<file path="src/flash_erase_block_writeback_buffer_top_assert.svh">
// Assertion macros used by the back engine RTL.
`ifndef FLASH_ERASE_BLOCK_WRITEBACK_BUFFER_TOP_ASSERT_SVH
`define FLASH_ERASE_BLOCK_WRITEBACK_BUFFER_TOP_ASSERT_SVH

// Same-cycle implication.
`define FEWB_ASSERT_SAME(label, clk, rst, ante, cons) \
   label: assert property (@(posedge clk) disable iff (rst) (ante) |-> (cons)) \
      else $error("fewb: same-cycle check failed");

// Next-cycle implication.
`define FEWB_ASSERT_NEXT(label, clk, rst, ante, cons) \
   label: assert property (@(posedge clk) disable iff (rst) (ante) |=> (cons)) \
      else $error("fewb: next-cycle check failed");

`endif

</file>
<file path="src/fewb_pkg.sv">
package fewb_pkg;

   localparam int PAGE_BYTES          = 4;
   localparam int DEF_PAGES_PER_BLOCK = 16;
   localparam int DEF_NUM_BLOCKS      = 64;

   localparam int ADDR_W   = 12;
   localparam int BLK_W    = 6;
   localparam int OFF_W    = 6;
   localparam int INDEX_W  = 10;
   localparam int WORD_W   = 32;
   localparam int BYTE_W   = 8;
   localparam int ACTION_W = 2;
   localparam int KIND_W   = 2;

   localparam int QUEUE_DEPTH = 4;
   // fixed-point shift for the reciprocal used to split address into block/offset
   localparam int DIV_SHIFT   = 20;

   localparam logic [ACTION_W-1:0] ACT_READ   = 2'd0;
   localparam logic [ACTION_W-1:0] ACT_WRITE  = 2'd1;
   localparam logic [ACTION_W-1:0] ACT_COMMIT = 2'd2;

   localparam logic [KIND_W-1:0] OP_ERASE   = 2'd0;
   localparam logic [KIND_W-1:0] OP_PROGRAM = 2'd1;
   localparam logic [KIND_W-1:0] OP_DONE    = 2'd2;

   localparam logic [BYTE_W-1:0] ERASED_BYTE = 8'hFF;

   typedef struct packed {
      logic [ACTION_W-1:0] action;
      logic [ADDR_W-1:0]   address;
      logic [BYTE_W-1:0]   write_data;
   } req_payload_type;

   typedef struct packed {
      logic [KIND_W-1:0]  op_kind;
      logic [INDEX_W-1:0] flash_index;
      logic [WORD_W-1:0]  page_word;
      logic [BYTE_W-1:0]  read_data;
      logic               last;
   } rsp_payload_type;

   // classified access handed from front to back
   typedef struct packed {
      logic [ACTION_W-1:0] action;
      logic                in_area;
      logic [BLK_W-1:0]    blk;
      logic [OFF_W-1:0]    off;
      logic [ADDR_W-1:0]   address;
      logic [BYTE_W-1:0]   write_data;
   } cmd_type;

   typedef enum logic [3:0] {
      S_IDLE,
      S_DISPATCH,
      S_RD_WAIT,
      S_WB_ERASE,
      S_WB_RD,
      S_WB_COL,
      S_WB_PROG,
      S_LOAD_RD,
      S_LOAD_WR,
      S_STORE,
      S_DONE
   } back_state_type;

endpackage

</file>
<file path="src/fewb_queue.sv">
module fewb_queue
   import fewb_pkg::*;
(
   input  logic    clock,
   input  logic    reset,
   input  logic    push,
   input  cmd_type push_cmd,
   output logic    full,
   input  logic    pop,
   output logic    empty,
   output cmd_type head
);

   localparam int QAW = $clog2(QUEUE_DEPTH);
   localparam int QCW = $clog2(QUEUE_DEPTH + 1);

   cmd_type            slots_ff [QUEUE_DEPTH];
   logic [QAW-1:0]     wr_ptr_ff, wr_ptr_in;
   logic [QAW-1:0]     rd_ptr_ff, rd_ptr_in;
   logic [QCW-1:0]     count_ff, count_in;

   assign full  = count_ff == QCW'(QUEUE_DEPTH);
   assign empty = count_ff == '0;
   assign head  = slots_ff[rd_ptr_ff];

   always_comb begin
      wr_ptr_in = wr_ptr_ff;
      rd_ptr_in = rd_ptr_ff;
      count_in  = count_ff;
      if (push) begin
         wr_ptr_in = (wr_ptr_ff == QAW'(QUEUE_DEPTH - 1)) ? '0 : wr_ptr_ff + QAW'(1);
      end
      if (pop) begin
         rd_ptr_in = (rd_ptr_ff == QAW'(QUEUE_DEPTH - 1)) ? '0 : rd_ptr_ff + QAW'(1);
      end
      if (push && !pop) begin
         count_in = count_ff + QCW'(1);
      end else if (pop && !push) begin
         count_in = count_ff - QCW'(1);
      end
   end

   always_ff @(posedge clock) begin
      if (reset) begin
         wr_ptr_ff <= '0;
         rd_ptr_ff <= '0;
         count_ff  <= '0;
      end else begin
         wr_ptr_ff <= wr_ptr_in;
         rd_ptr_ff <= rd_ptr_in;
         count_ff  <= count_in;
      end
   end

   always_ff @(posedge clock) begin
      if (push) begin
         slots_ff[wr_ptr_ff] <= push_cmd;
      end
   end

endmodule

</file>
<file path="config.mk">
export PLATFORM = sky130hd
export DESIGN_NAME = fewb_queue
export DESIGN_NICKNAME = d
export VERILOG_FILES = /design/src/flash_erase_block_writeback_buffer_top_assert.svh /design/src/fewb_pkg.sv /design/src/fewb_queue.sv
export SDC_FILE = /design/constraint.sdc
export NUM_CORES = 1
export LEC_CHECK = 0
export BUFFER_PORTS_ARGS = -buffer_cell sky130_fd_sc_hd__clkbuf_2
export CAP_MARGIN = 10
export CORE_MARGIN = 3
export CORE_UTILIZATION = 34
export CTS_BUF_LIST = sky130_fd_sc_hd__clkbuf_4
export DETAILED_ROUTE_END_ITERATION = 12
export HOLD_SLACK_MARGIN = 0.12
export PLACE_DENSITY = 0.56
export SYNTH_ARGS = -nofsm -noshare
export SYNTH_HDL_FRONTEND = slang
export SYNTH_SLANG_ARGS = --single-unit
</file>
<file path="constraint.sdc">
create_clock -name clock -period 3.1 [get_ports clock]
set_input_delay 0.155 -clock clock [delete_from_list [all_inputs] [get_ports clock]]
set_output_delay 0.155 -clock clock [all_outputs]
set_load 0.01 [all_outputs]
</file>
### Word level (Yosys, flattened, before mapping)

Memories as Yosys holds them, arrays and structs flattened. A register that Yosys moved wholly into a read port is not among the register bits.
Cells that the tools add are included.

* register bits: 7
* bits in latches: 0
* RAM bits: 140
* memory bits (read-only): 0
* input bits: 39
* output and inout bits: 37
* memories: 1

* add/sub/neg operators: 4
* multiply operators: 0
* div/mod/pow operators: 0
* order comparisons: 0
* eq/ne operators: 3
* shift operators: 0
* mux-type cells: 8
* bitwise operators: 0
* reductions and logical operators: 6

Memories
* slots_ff: depth 4, bits a word 35, read ports 1, clocked after memory_dff 1, write ports 1, line fewb_queue.sv:17 `cmd_type slots_ff [QUEUE_DEPTH];`

Operators by type and width (number)
* $mux 2: 4
* $mux 3: 2
* $add 2x1->2 const B: 2
* $eq 2x2->1 const B: 2
* $add 3x1->3 const B: 1
* $eq 3x3->1 const B: 1
* $logic_not 3->1: 1
* $sub 3x1->3 const B: 1
* $logic_and 1x1->1: 2
* $logic_not 1->1: 2
* $mux 1: 2
* $reduce_bool 2->1: 1

### Longest topological paths before layout

Gate-level depths: netlist of run 1.

* word-level depth: 4
* mapped depth: 7
* gate-level depth less buffers: 7

### Worst setup path after synthesis of run 1

No wires, ideal clock.

* path type: reg-to-reg
* start point: reg wr_ptr_ff[0]
* end point: mem slots_ff[3][0] (netlist name) (enable)
* data arrival time: 1407 ps
* data required time: 2705 ps
* setup slack: 1297 ps
* stages on the path, launching flop included: 3
* clock period less this slack: 1803 ps
* cells stage by stage: dfxtp_1 -> ha_1 -> and2_1

RTL lines
* start: declaration: line fewb_queue.sv:18 `logic [QAW-1:0] wr_ptr_ff, wr_ptr_in;`
* start signal: assignment: line fewb_queue.sv:49 `wr_ptr_ff <= wr_ptr_in;`
* end: declaration: line fewb_queue.sv:17

Straight into the memory's write port.

==> results of run 1 <==
layout by cell type, fill, tap and decap left out, drive strengths merged, types with 5 or more instances in the layout:
| cell type | netlist | routed |
|---|---|---|
| buf | 7 | 8 |
| clkbuf | 1 | 93 |
| clkinv | 0 | 6 |
| dfxtp | 9 | 9 |
| dlygate4sd3 | 0 | 38 |
| edfxtp | 140 | 140 |
| ha | 6 | 6 |
| inv | 4 | 5 |
| mux4 | 35 | 35 |
| nor2 | 7 | 7 |
power by group:
group / switching [mW] / internal, mW / total [mW]
Combinational: 0.201 / 0.208 / 0.409
Sequential: 0.0424 / 2.30 / 2.34
Clock: 0.664 / 0.643 / 1.31
Total: 0.908 / 3.15 / 4.06
final cells by class:
type | instances | area share
inverter | 4 | 0.00218
clock inverter | 14 | 0.0267
multi-input combinational | 66 | 0.154
clock buffer | 18 | 0.0197
timing repair buffer | 121 | 0.120
tap | 216 | 0.0393
sequential | 149 | 0.638
final timing paths:
path | start | to | slack (ps) | cells after the start
max | flip-flop | head[27] | 740 | 3
min | push_cmd[5] | slots_ff[3][5]$_DFFE_PP_ | 360 | 2
max reg2reg | wr_ptr_ff[0]$_SDFFE_PP0P_ | slots_ff[1][34]$_DFFE_PP_ | 1310 | 3
min reg2reg | rd_ptr_ff[1]$_SDFFE_PP0P_ | flip-flop | 520 | 2
sequential cells by signal, summed over array words and instances (netlist names), named ones only:
register / count
count_ff: 3
rd_ptr_ff: 2
slots_ff: 140
wr_ptr_ff: 2
worst register-to-register path, stage by stage (launching register included):
cell,delay (ps)
dfxtp_1,420
ha_1,160
and2_2,510
buf_4,380
cells in the mapped netlist, types with 2 or more instances:
| cell | n |
|---|---|
| a21oi_1 | 2 |
| and2_1 | 4 |
| buf_12 | 3 |
| buf_2 | 3 |
| dfxtp_1 | 9 |
| edfxtp_1 | 140 |
| ha_1 | 6 |
| inv_1 | 4 |
| mux2i_1 | 4 |
| mux4_1 | 5 |
| mux4_2 | 30 |
| nor2_1 | 7 |
| nor3b_1 | 2 |
| xor2_1 | 2 |
per-stage QoR:
stage	cells	utilization	hold WS (ps)
2_1_floorplan	227	-	224
3_3_place_gp	518	0.387	371
6_report	588	0.431	365
3_5_place_dp	518	0.387	377
4_1_cts	588	0.431	300
5_1_grt	588	0.431	314
cell families (layout without fill, tap and decap cells):
logic type	Yosys count	in the layout
adders and majority gates	7	7
xor gates and xnor gates	2	2
AOI/OAI and AO/OA	3	3
buffers and inverters	12	157
and+or+nand+nor	15	15
muxes	39	39
DFF	149	149
per-layer routing:
| metal | vias up | global-route usage | part of all wire |
|---|---|---|---|
| met5 | - | 0 | 0 |
| met4 | 0 | 0.0566 | 0.016 |
| met3 | 11 | 0.0370 | 0.047 |
| met2 | 68 | 0.198 | 0.52 |
| met1 | 1344 | 0.151 | 0.42 |
| li1 | 1220 | - | - |
repair_timing:
action,in CTS,in global routing
hold buffers,38,0
gates resized for setup,0,0
endpoints found under the hold margin,149,0
setup endpoints to repair,0,0
==> run metrics, run 1 <==
CTS H-Tree Depth=4; # rows=46; Crit Path Category=flip-flop to output port; gr ovfl total=0; CP required=2940 ps; worst hold path class=primary input to flip-flop; Syn-to-layout area delta=24.1%; Synth Area in Compound Gates=0.00271; Die Width=134 um; Core ar.=15900 um2; Initial Util=0.348; vias in the first global route=2896; final WL=9.98 mm; share of the yosys chip area belonging to registers=0.791; Setup TNS=0 ps; Crit path max-delay family=flip-flops; Synth Area in XOR/XNOR=0.00316; HPWL after detailed placement=6.29 mm; 1st-iter DRT viols=109; Tot Pwr=4.06 mW; Detail Route Antenna Nets=0; antenna violations before repair=0; Placed Area=6180 um2; fin nets=405; Critical Path AT=2200 ps; gr usage total=0.122; RSZ-0062 raised after global routing=no; adder-cell share of the synthesized area=0.0172; post-place setup slack=1280 ps; CP max stage cell=dfxtp_2; register area=4390 um2; Setup crit start kind=flip-flop; Yosys reg bits=149; CP Buf/Inv Count=2; P per Cell Area=590 nW/um2; multiplexer share of the synthesized area=0.153; mean area per synthesized cell=24.4 um2; Finished Cell Area=6880 um2; number of I/O port buffers=75; largest family of logic cells by synthesized area=multiplexers; ANT cells=0; ys flop type=edfxtp_1; worst path cell trace=buf_12, mux4_1, clkbuf_2; Final setup viols=0; top cell type's share of synthesized area=0.758; min cycle time layout=2360 ps; WL/cell=17.0 um; Worst-Skew Late Latency=540 ps; clock sinks=149; CTS buffer count=17; Worst setup EP type=output port; Ports=76; Die Ht=134 um; footprint of the multi-input gates=1060 um2; DR vias=2643; clk_skew=23.9 ps; fin. max-slew vios=0; Area contributors post-synth=edfxtp_1 (76%), mux4_2 (12%), dfxtp_1 (3.3%); async set-reset flop share out of synthesis=0; Post-Syn Instances=227; Mapped Area=5540 um2; Synth Area in Simple Gates=0.0140; die area=17900 um2; max-cap violation count=0; Via density=4.49; Worst VDD drop=0.370 mV; Post-synth EDFFs=140; CTS tree=yes; Pre-antenna DRT Iters=4; slowest stage delay, CP=620 ps; warnings from Yosys=0; Leakage Power=2.39 nW; Hold Vio Cnt, Final=0; fmax=424 MHz; RD Place Congestion=0.678; # DRC=0; layout cells sized above 1=0.403; Worst Max-Slew Pin Slew=663 ps; Yosys top cell by area=edfxtp_1; Fillers=1426; final cycle utilization of the critical path=0.761; status=finished clean; Netlist cell types=20; worst-path fanout max=25; root buffer cell=clkbuf_4; clock slew at reported path FFs=130 ps; largest net degree at the start of global routing=26; global-route wire length before repair=16.0 mm; Max Buffers Root-to-Sink=2; syn nets=273; Setup WS post-layout=742 ps; Setup Buffers After CTS=0; Max-slew headroom=0.558
Note: power is estimated with default switching activity, not from simulation.
==> run 2, diff against run 1 <==
clock period = 2.35 ns   (was 3.1 ns; I/O delays follow)
==> run metrics, run 2 (synthesized netlist as in run 1, its figures left out) <==
gr usage total=0.121 (-0.000829); # rows=46 (unchanged); commonest non-fill, non-tap cell in the layout=edfxtp_1; Setup crit start kind=primary input; layout cells sized above 1=0.401 (-0.00269); sw frac=0.221 (-0.00286); worst-path fanout max=7 (-72%); root buffer cell=clkbuf_4; Critical Path AT=2640 ps (+440 ps); antenna violations before repair=1 (+1); power share of the combinational group=0.101 (about the same); Syn-to-layout area delta=26.3%; Die Width=134 um (unchanged); CP Buf/Inv Count=4 (+2); fin nets=405 (unchanged); largest net degree at the start of global routing=36 (+38%); Detail Route Antenna Nets=0 (unchanged); CTS H-Tree Depth=4 (unchanged); final cycle utilization of the critical path=0.922; # DRC=0 (unchanged); Max Buffers Root-to-Sink=2 (unchanged); Crit Path Category=primary input to flip-flop; Top reg by flops=slots_ff; die area=17900 um2 (unchanged); slowest stage delay, CP=560 ps (-60 ps); Worst-Skew Late Latency=520 ps (-20 ps); most frequent CP cell=dlygate4sd3_1; global-route wire length before repair=16.1 mm (about the same); DR vias=2656 (+0.49%); min cycle time layout=2170 ps; number of I/O port buffers=75 (unchanged); worst hold path class=primary input to flip-flop; Crit path max-delay family=buffers and inverters; max-cap violation count=0 (unchanged); Worst setup EP type=flip-flop; Die Ht=134 um (unchanged); Hold Vio Cnt, Final=0 (unchanged); gr ovfl total=0 (unchanged); Int Pwr=4.41 mW (+40%); Core ar.=15900 um2 (unchanged); RSZ-0062 raised after global routing=no; Regs by FF count=slots_ff x140, count_ff x3; clk_skew=12.1 ps (-11.8 ps); Final setup viols=0 (unchanged); Setup TNS=0 ps (unchanged); CP required=2830 ps (-110 ps); Fillers=1407 (-1.3%); CTS buffer count=17 (unchanged); RD Place Congestion=0.670 (-1.1%); Worst VDD drop=0.330 mV (-11%); 1st-iter DRT viols=152 (+39%); HPWL after detailed placement=5.88 mm (-6.5%); most frequent cells in the layout=edfxtp_1 (140), clkbuf_2 (75), dlygate4sd3_1 (40), mux4_2 (30), clkbuf_4 (18); WL/cell=17.2 um (+1.3%); CTS tree=yes; Switch Pwr=1.25 mW (+38%); final WL=10.1 mm (+1.5%); fin. max-slew vios=0 (unchanged); Clk pwr share=0.355 (+0.033); worst path cell trace=dlygate4sd3_1, clkbuf_2, ha_1, inv_1, fa_1, xor2_1, or3_1, a21oi_1, dlygate4sd3_1; CP max stage cell=dlygate4sd3_1; P per Cell Area=808 nW/um2 (+37%); Leakage Power=2.44 nW (+1.9%); Worst Max-Slew Pin Slew=566 ps (-97.1 ps); WHS=336 ps (-29.0 ps); CTS resizes=0 (unchanged); max reg flops=140 (unchanged); Via density=4.51 (+0.32%); clock sinks=149 (unchanged); status=finished clean; Ports=76 (unchanged); Max-slew headroom=0.623 (+0.0648); sequential share of power=0.544 (-0.033); Initial Util=0.348 (unchanged); clock slew at reported path FFs=130 ps (about the same); Pre-antenna DRT Iters=4 (unchanged); fmax=462 MHz; vias in the first global route=2937 (+1.4%)
==> run 2: per-stage QoR <==
stage	area [um2]	worst slack, ps	power, mW	utilization	cells
6_report	7000	184	5.66	0.439	589
5_1_grt	7000	83.2	5.94	0.439	589
4_1_cts	7000	136	5.77	0.439	588
3_5_place_dp	6210	726	3.67	0.390	516
3_3_place_gp	6210	785	3.66	0.390	516
2_1_floorplan	5540	547	3.44	-	227
==> run 2: final cells by class <==
cell class	count	area, um2	area share
flip-flops and latches	149	4390	0.627
multi-input cells	66	1060	0.151
repair buffers	121	883	0.126
well taps	216	270	0.0386
clock inverters	14	248	0.0354
clock buffers	18	135	0.0193
inverters	4	15.0	0.00215
diodes	1	2.50	0.000358
==> run 2: worst reg2reg max path: cells and delay by family, from the launching register on <==
kind / cells / cell delay (ps)
buffers and inverters: 1 / 560
adders and majority gates: 1 / 440
DFF: 1 / 380
and+or+nand+nor: 1 / 300
xor gates and xnor gates: 1 / 160
AOI/OAI and AO/OA: 1 / 140
==> run 2: per-layer routing <==
layer | vias to the layer above | routed length (um) | GRT usage
met2 | 53 | 5520 | 0.211
met3 | 10 | 367 | 0.0363
li1 | 1227 | - | -
met1 | 1366 | 4110 | 0.142
met5 | - | 0 | 0
met4 | 0 | 132 | 0.0474
==> run 2: power by group through the flow <==
stage | registers, mW | logic (mW) | clock network, mW
after floorplan | 3.12 | 0.319 | 0
after global placement | 3.13 | 0.526 | 0
after detailed placement | 3.14 | 0.533 | 0
after CTS | 3.08 | 0.592 | 2.10
after global routing | 3.09 | 0.629 | 2.22
final | 3.08 | 0.571 | 2.01
==> run 2: worst paths after layout <==
path                        startpoint                  endpoint  slack, ps  depth (start not counted)
max                               push  count_ff[2]$_SDFFE_PP0P_        180                          9
max reg2reg   count_ff[0]$_SDFFE_PP0P_  count_ff[2]$_SDFFE_PP0P_        330                          5
min                        push_cmd[6]  slots_ff[3][6]$_DFFE_PP_        340                          2
min reg2reg  rd_ptr_ff[1]$_SDFFE_PP0P_                 flip-flop        570                          2
==> run 2: what timing repair did <==
action,in CTS,in global routing
setup buffers,0,0
hold endpoints to repair,149,0
hold buffers,40,0
==> run 3, diff against run 2 <==
BUFFER_PORTS_ARGS = not set   (was -buffer_cell sky130_fd_sc_hd__clkbuf_2)
CORE_MARGIN = 5   (was 3)
DONT_BUFFER_PORTS = 1   (was not set)
PLACE_DENSITY = 0.52   (was 0.56)
==> run metrics, run 3 (synthesized netlist as in run 1, its figures left out) <==
Final setup viols=0 (unchanged); number of I/O port buffers=0 (-100%); Initial Util=0.348 (unchanged); # rows=46 (unchanged); RD Place Congestion=0.669 (-0.28%); placed cells=443 (-14%); Core ar.=15900 um2 (unchanged); layout cells sized above 1=0.251 (-0.150); Hold Crit Depth=3 (+1); Worst VDD drop=0.329 mV (-0.23%); hold wc startpoint=push; worst-path fanout max=3 (-4); root buffer cell=clkbuf_4; Top reg by flops=slots_ff; Regs by FF count=slots_ff x140, count_ff x3; Reg-to-Reg End=count_ff[2]$_SDFFE_PP0P_; Pre-antenna DRT Iters=6 (+2); R2R depth=5 (unchanged); CTS tree=yes; vias in the first global route=2670 (-9.1%); DR vias=2421 (-8.8%); RSZ-0062 raised after global routing=no; 1st-iter DRT viols=79 (-48%); final WL=10.3 mm (+1.5%); Die Width=138 um (+3.0%); worst hold path class=primary input to flip-flop; fin nets=333 (-18%); CP required=2820 ps (about the same); Critical Path AT=2790 ps (+150 ps); commonest non-fill, non-tap cell in the layout=edfxtp_1; Via density=4.69 (+4.0%); fin. max-slew vios=0 (unchanged); register area=4390 um2 (unchanged); WL/cell=19.9 um (+16%); largest net degree at the start of global routing=36 (unchanged); CTS H-Tree Depth=4 (unchanged); fin cells=516 (-12%); min cycle time layout=2310 ps (+149 ps); final cycle utilization of the critical path=0.985 (+0.0633); gr usage total=0.116 (-0.00499); clk_skew=7.95 ps (-4.10 ps); hold endpoint=wr_ptr_ff[1]$_SDFFE_PP0P_; Hold Vio Cnt, Final=0 (unchanged); r2r setup slk=330 ps (about the same); clock slew at reported path FFs=120 ps (about the same); Worst Max-Slew Pin Slew=577 ps (+11.2 ps); Fillers=1456 (+3.5%); fmax=432 MHz (-6.4%); Die Ht=138 um (+3.0%); Ports=76 (unchanged); Setup Buffers After CTS=0 (unchanged); footprint of the multi-input gates=1060 um2 (unchanged); Syn-to-layout area delta=17.4%; Crit Path Category=primary input to flip-flop; antenna violations before repair=2 (+1); Setup crit start kind=primary input; Leakage Power=2.08 nW (-15%); CTS buffer count=17 (unchanged); Worst-Skew Late Latency=530 ps (about the same); Max-slew headroom=0.615 (-0.00747); Setup TNS=0 ps (unchanged); Max Buffers Root-to-Sink=2 (unchanged); global-route wire length before repair=15.6 mm (-2.8%); P per Cell Area=752 nW/um2 (-6.9%); r2r startpoint=count_ff[0]$_SDFFE_PP0P_; # DRC=0 (unchanged); die area=19000 um2 (+6.1%); Detail Route Antenna Nets=0 (unchanged); gr ovfl total=0 (unchanged); clock sinks=149 (unchanged); max-cap violation count=0 (unchanged); Worst setup EP type=flip-flop; max reg flops=140 (unchanged); HPWL after detailed placement=6.28 mm (+6.7%); most frequent cells in the layout=edfxtp_1 (140), dlygate4sd3_1 (40), mux4_2 (30), clkbuf_4 (20); status=finished clean
[run 3: changes by cell type in the layout (fill, tap and decap cells not counted), sizes merged, moves of 2 or more]
cell and change:
clkbuf -73, bufinv -6, clkinvlp +3, buf +2
clkinv +2, inv -2
[run 3: what timing repair did]
action | 4_1_cts | 5_1_grt
gates resized for setup | 0 | 1
hold buffers | 41 | 0
endpoints found under the hold margin | 226 | 0
setup endpoints to repair | 0 | 1
[run 3: area by class of cell]
class,instances,share of cell area
Antenna cell,1,0.000384
Clock buffer,20,0.0231
Clock inverter,11,0.0123
Inverter,4,0.00231
Multi-Input combinational cell,66,0.162
Sequential cell,149,0.674
Tap cell,216,0.0415
Timing Repair Buffer,49,0.0842
[run 3: through the flow]
stage          cell area [um2]  utilization  power [mW]  hold WS, ps  setup WS (ps)
4_1_cts                   6500        0.408        4.99          220           59.0
3_3_place_gp              5860        0.368        3.55          190            750
5_1_grt                   6510        0.408        5.16          147           26.9
3_5_place_dp              5860        0.368        3.56          193            732
6_report                  6510        0.408        4.90          157           35.7
2_1_floorplan             5540            -        3.44          187            547
[run 3: where the power goes]
group / internal (mW) / total (mW) / leakage (nW) / switching, mW
combinational: 0.226 / 0.481 / 0.593 / 0.255
sequential: 3.03 / 3.08 / 1.36 / 0.0537
clock: 0.450 / 1.33 / 0.122 / 0.881
total: 3.71 / 4.90 / 2.08 / 1.19
[run 3: metal layers]
metal  GRT usage  wire, um
met5           0        13
met4      0.0316       107
met3      0.0636       942
met2       0.189      5090
met1       0.134      4130
[run 3: worst max-delay path by stage]
stage | start | endpoint | slack (ps) | depth (start not counted)
after global routing | pop | count_ff[2]$_SDFFE_PP0P_ | 30 | 7
after detailed placement | flip-flop | head[26] | 730 | 2
after global placement | flip-flop | head[26] | 750 | 2
after floorplan | wr_ptr_ff[0]$_SDFFE_PP0P_ | slots_ff[3][0]$_DFFE_PP_ | 550 | 2
final | pop | count_ff[2]$_SDFFE_PP0P_ | 40 | 7
after CTS | push | count_ff[2]$_SDFFE_PP0P_ | 60 | 6
[run 3: worst max-delay path: stages]
cell and delay (ps):
dlygate4sd3_1 590, inv_1 80, ha_1 310, dlygate4sd3_1 620, or3_1 390, a21oi_1 140, dlygate4sd3_1 560
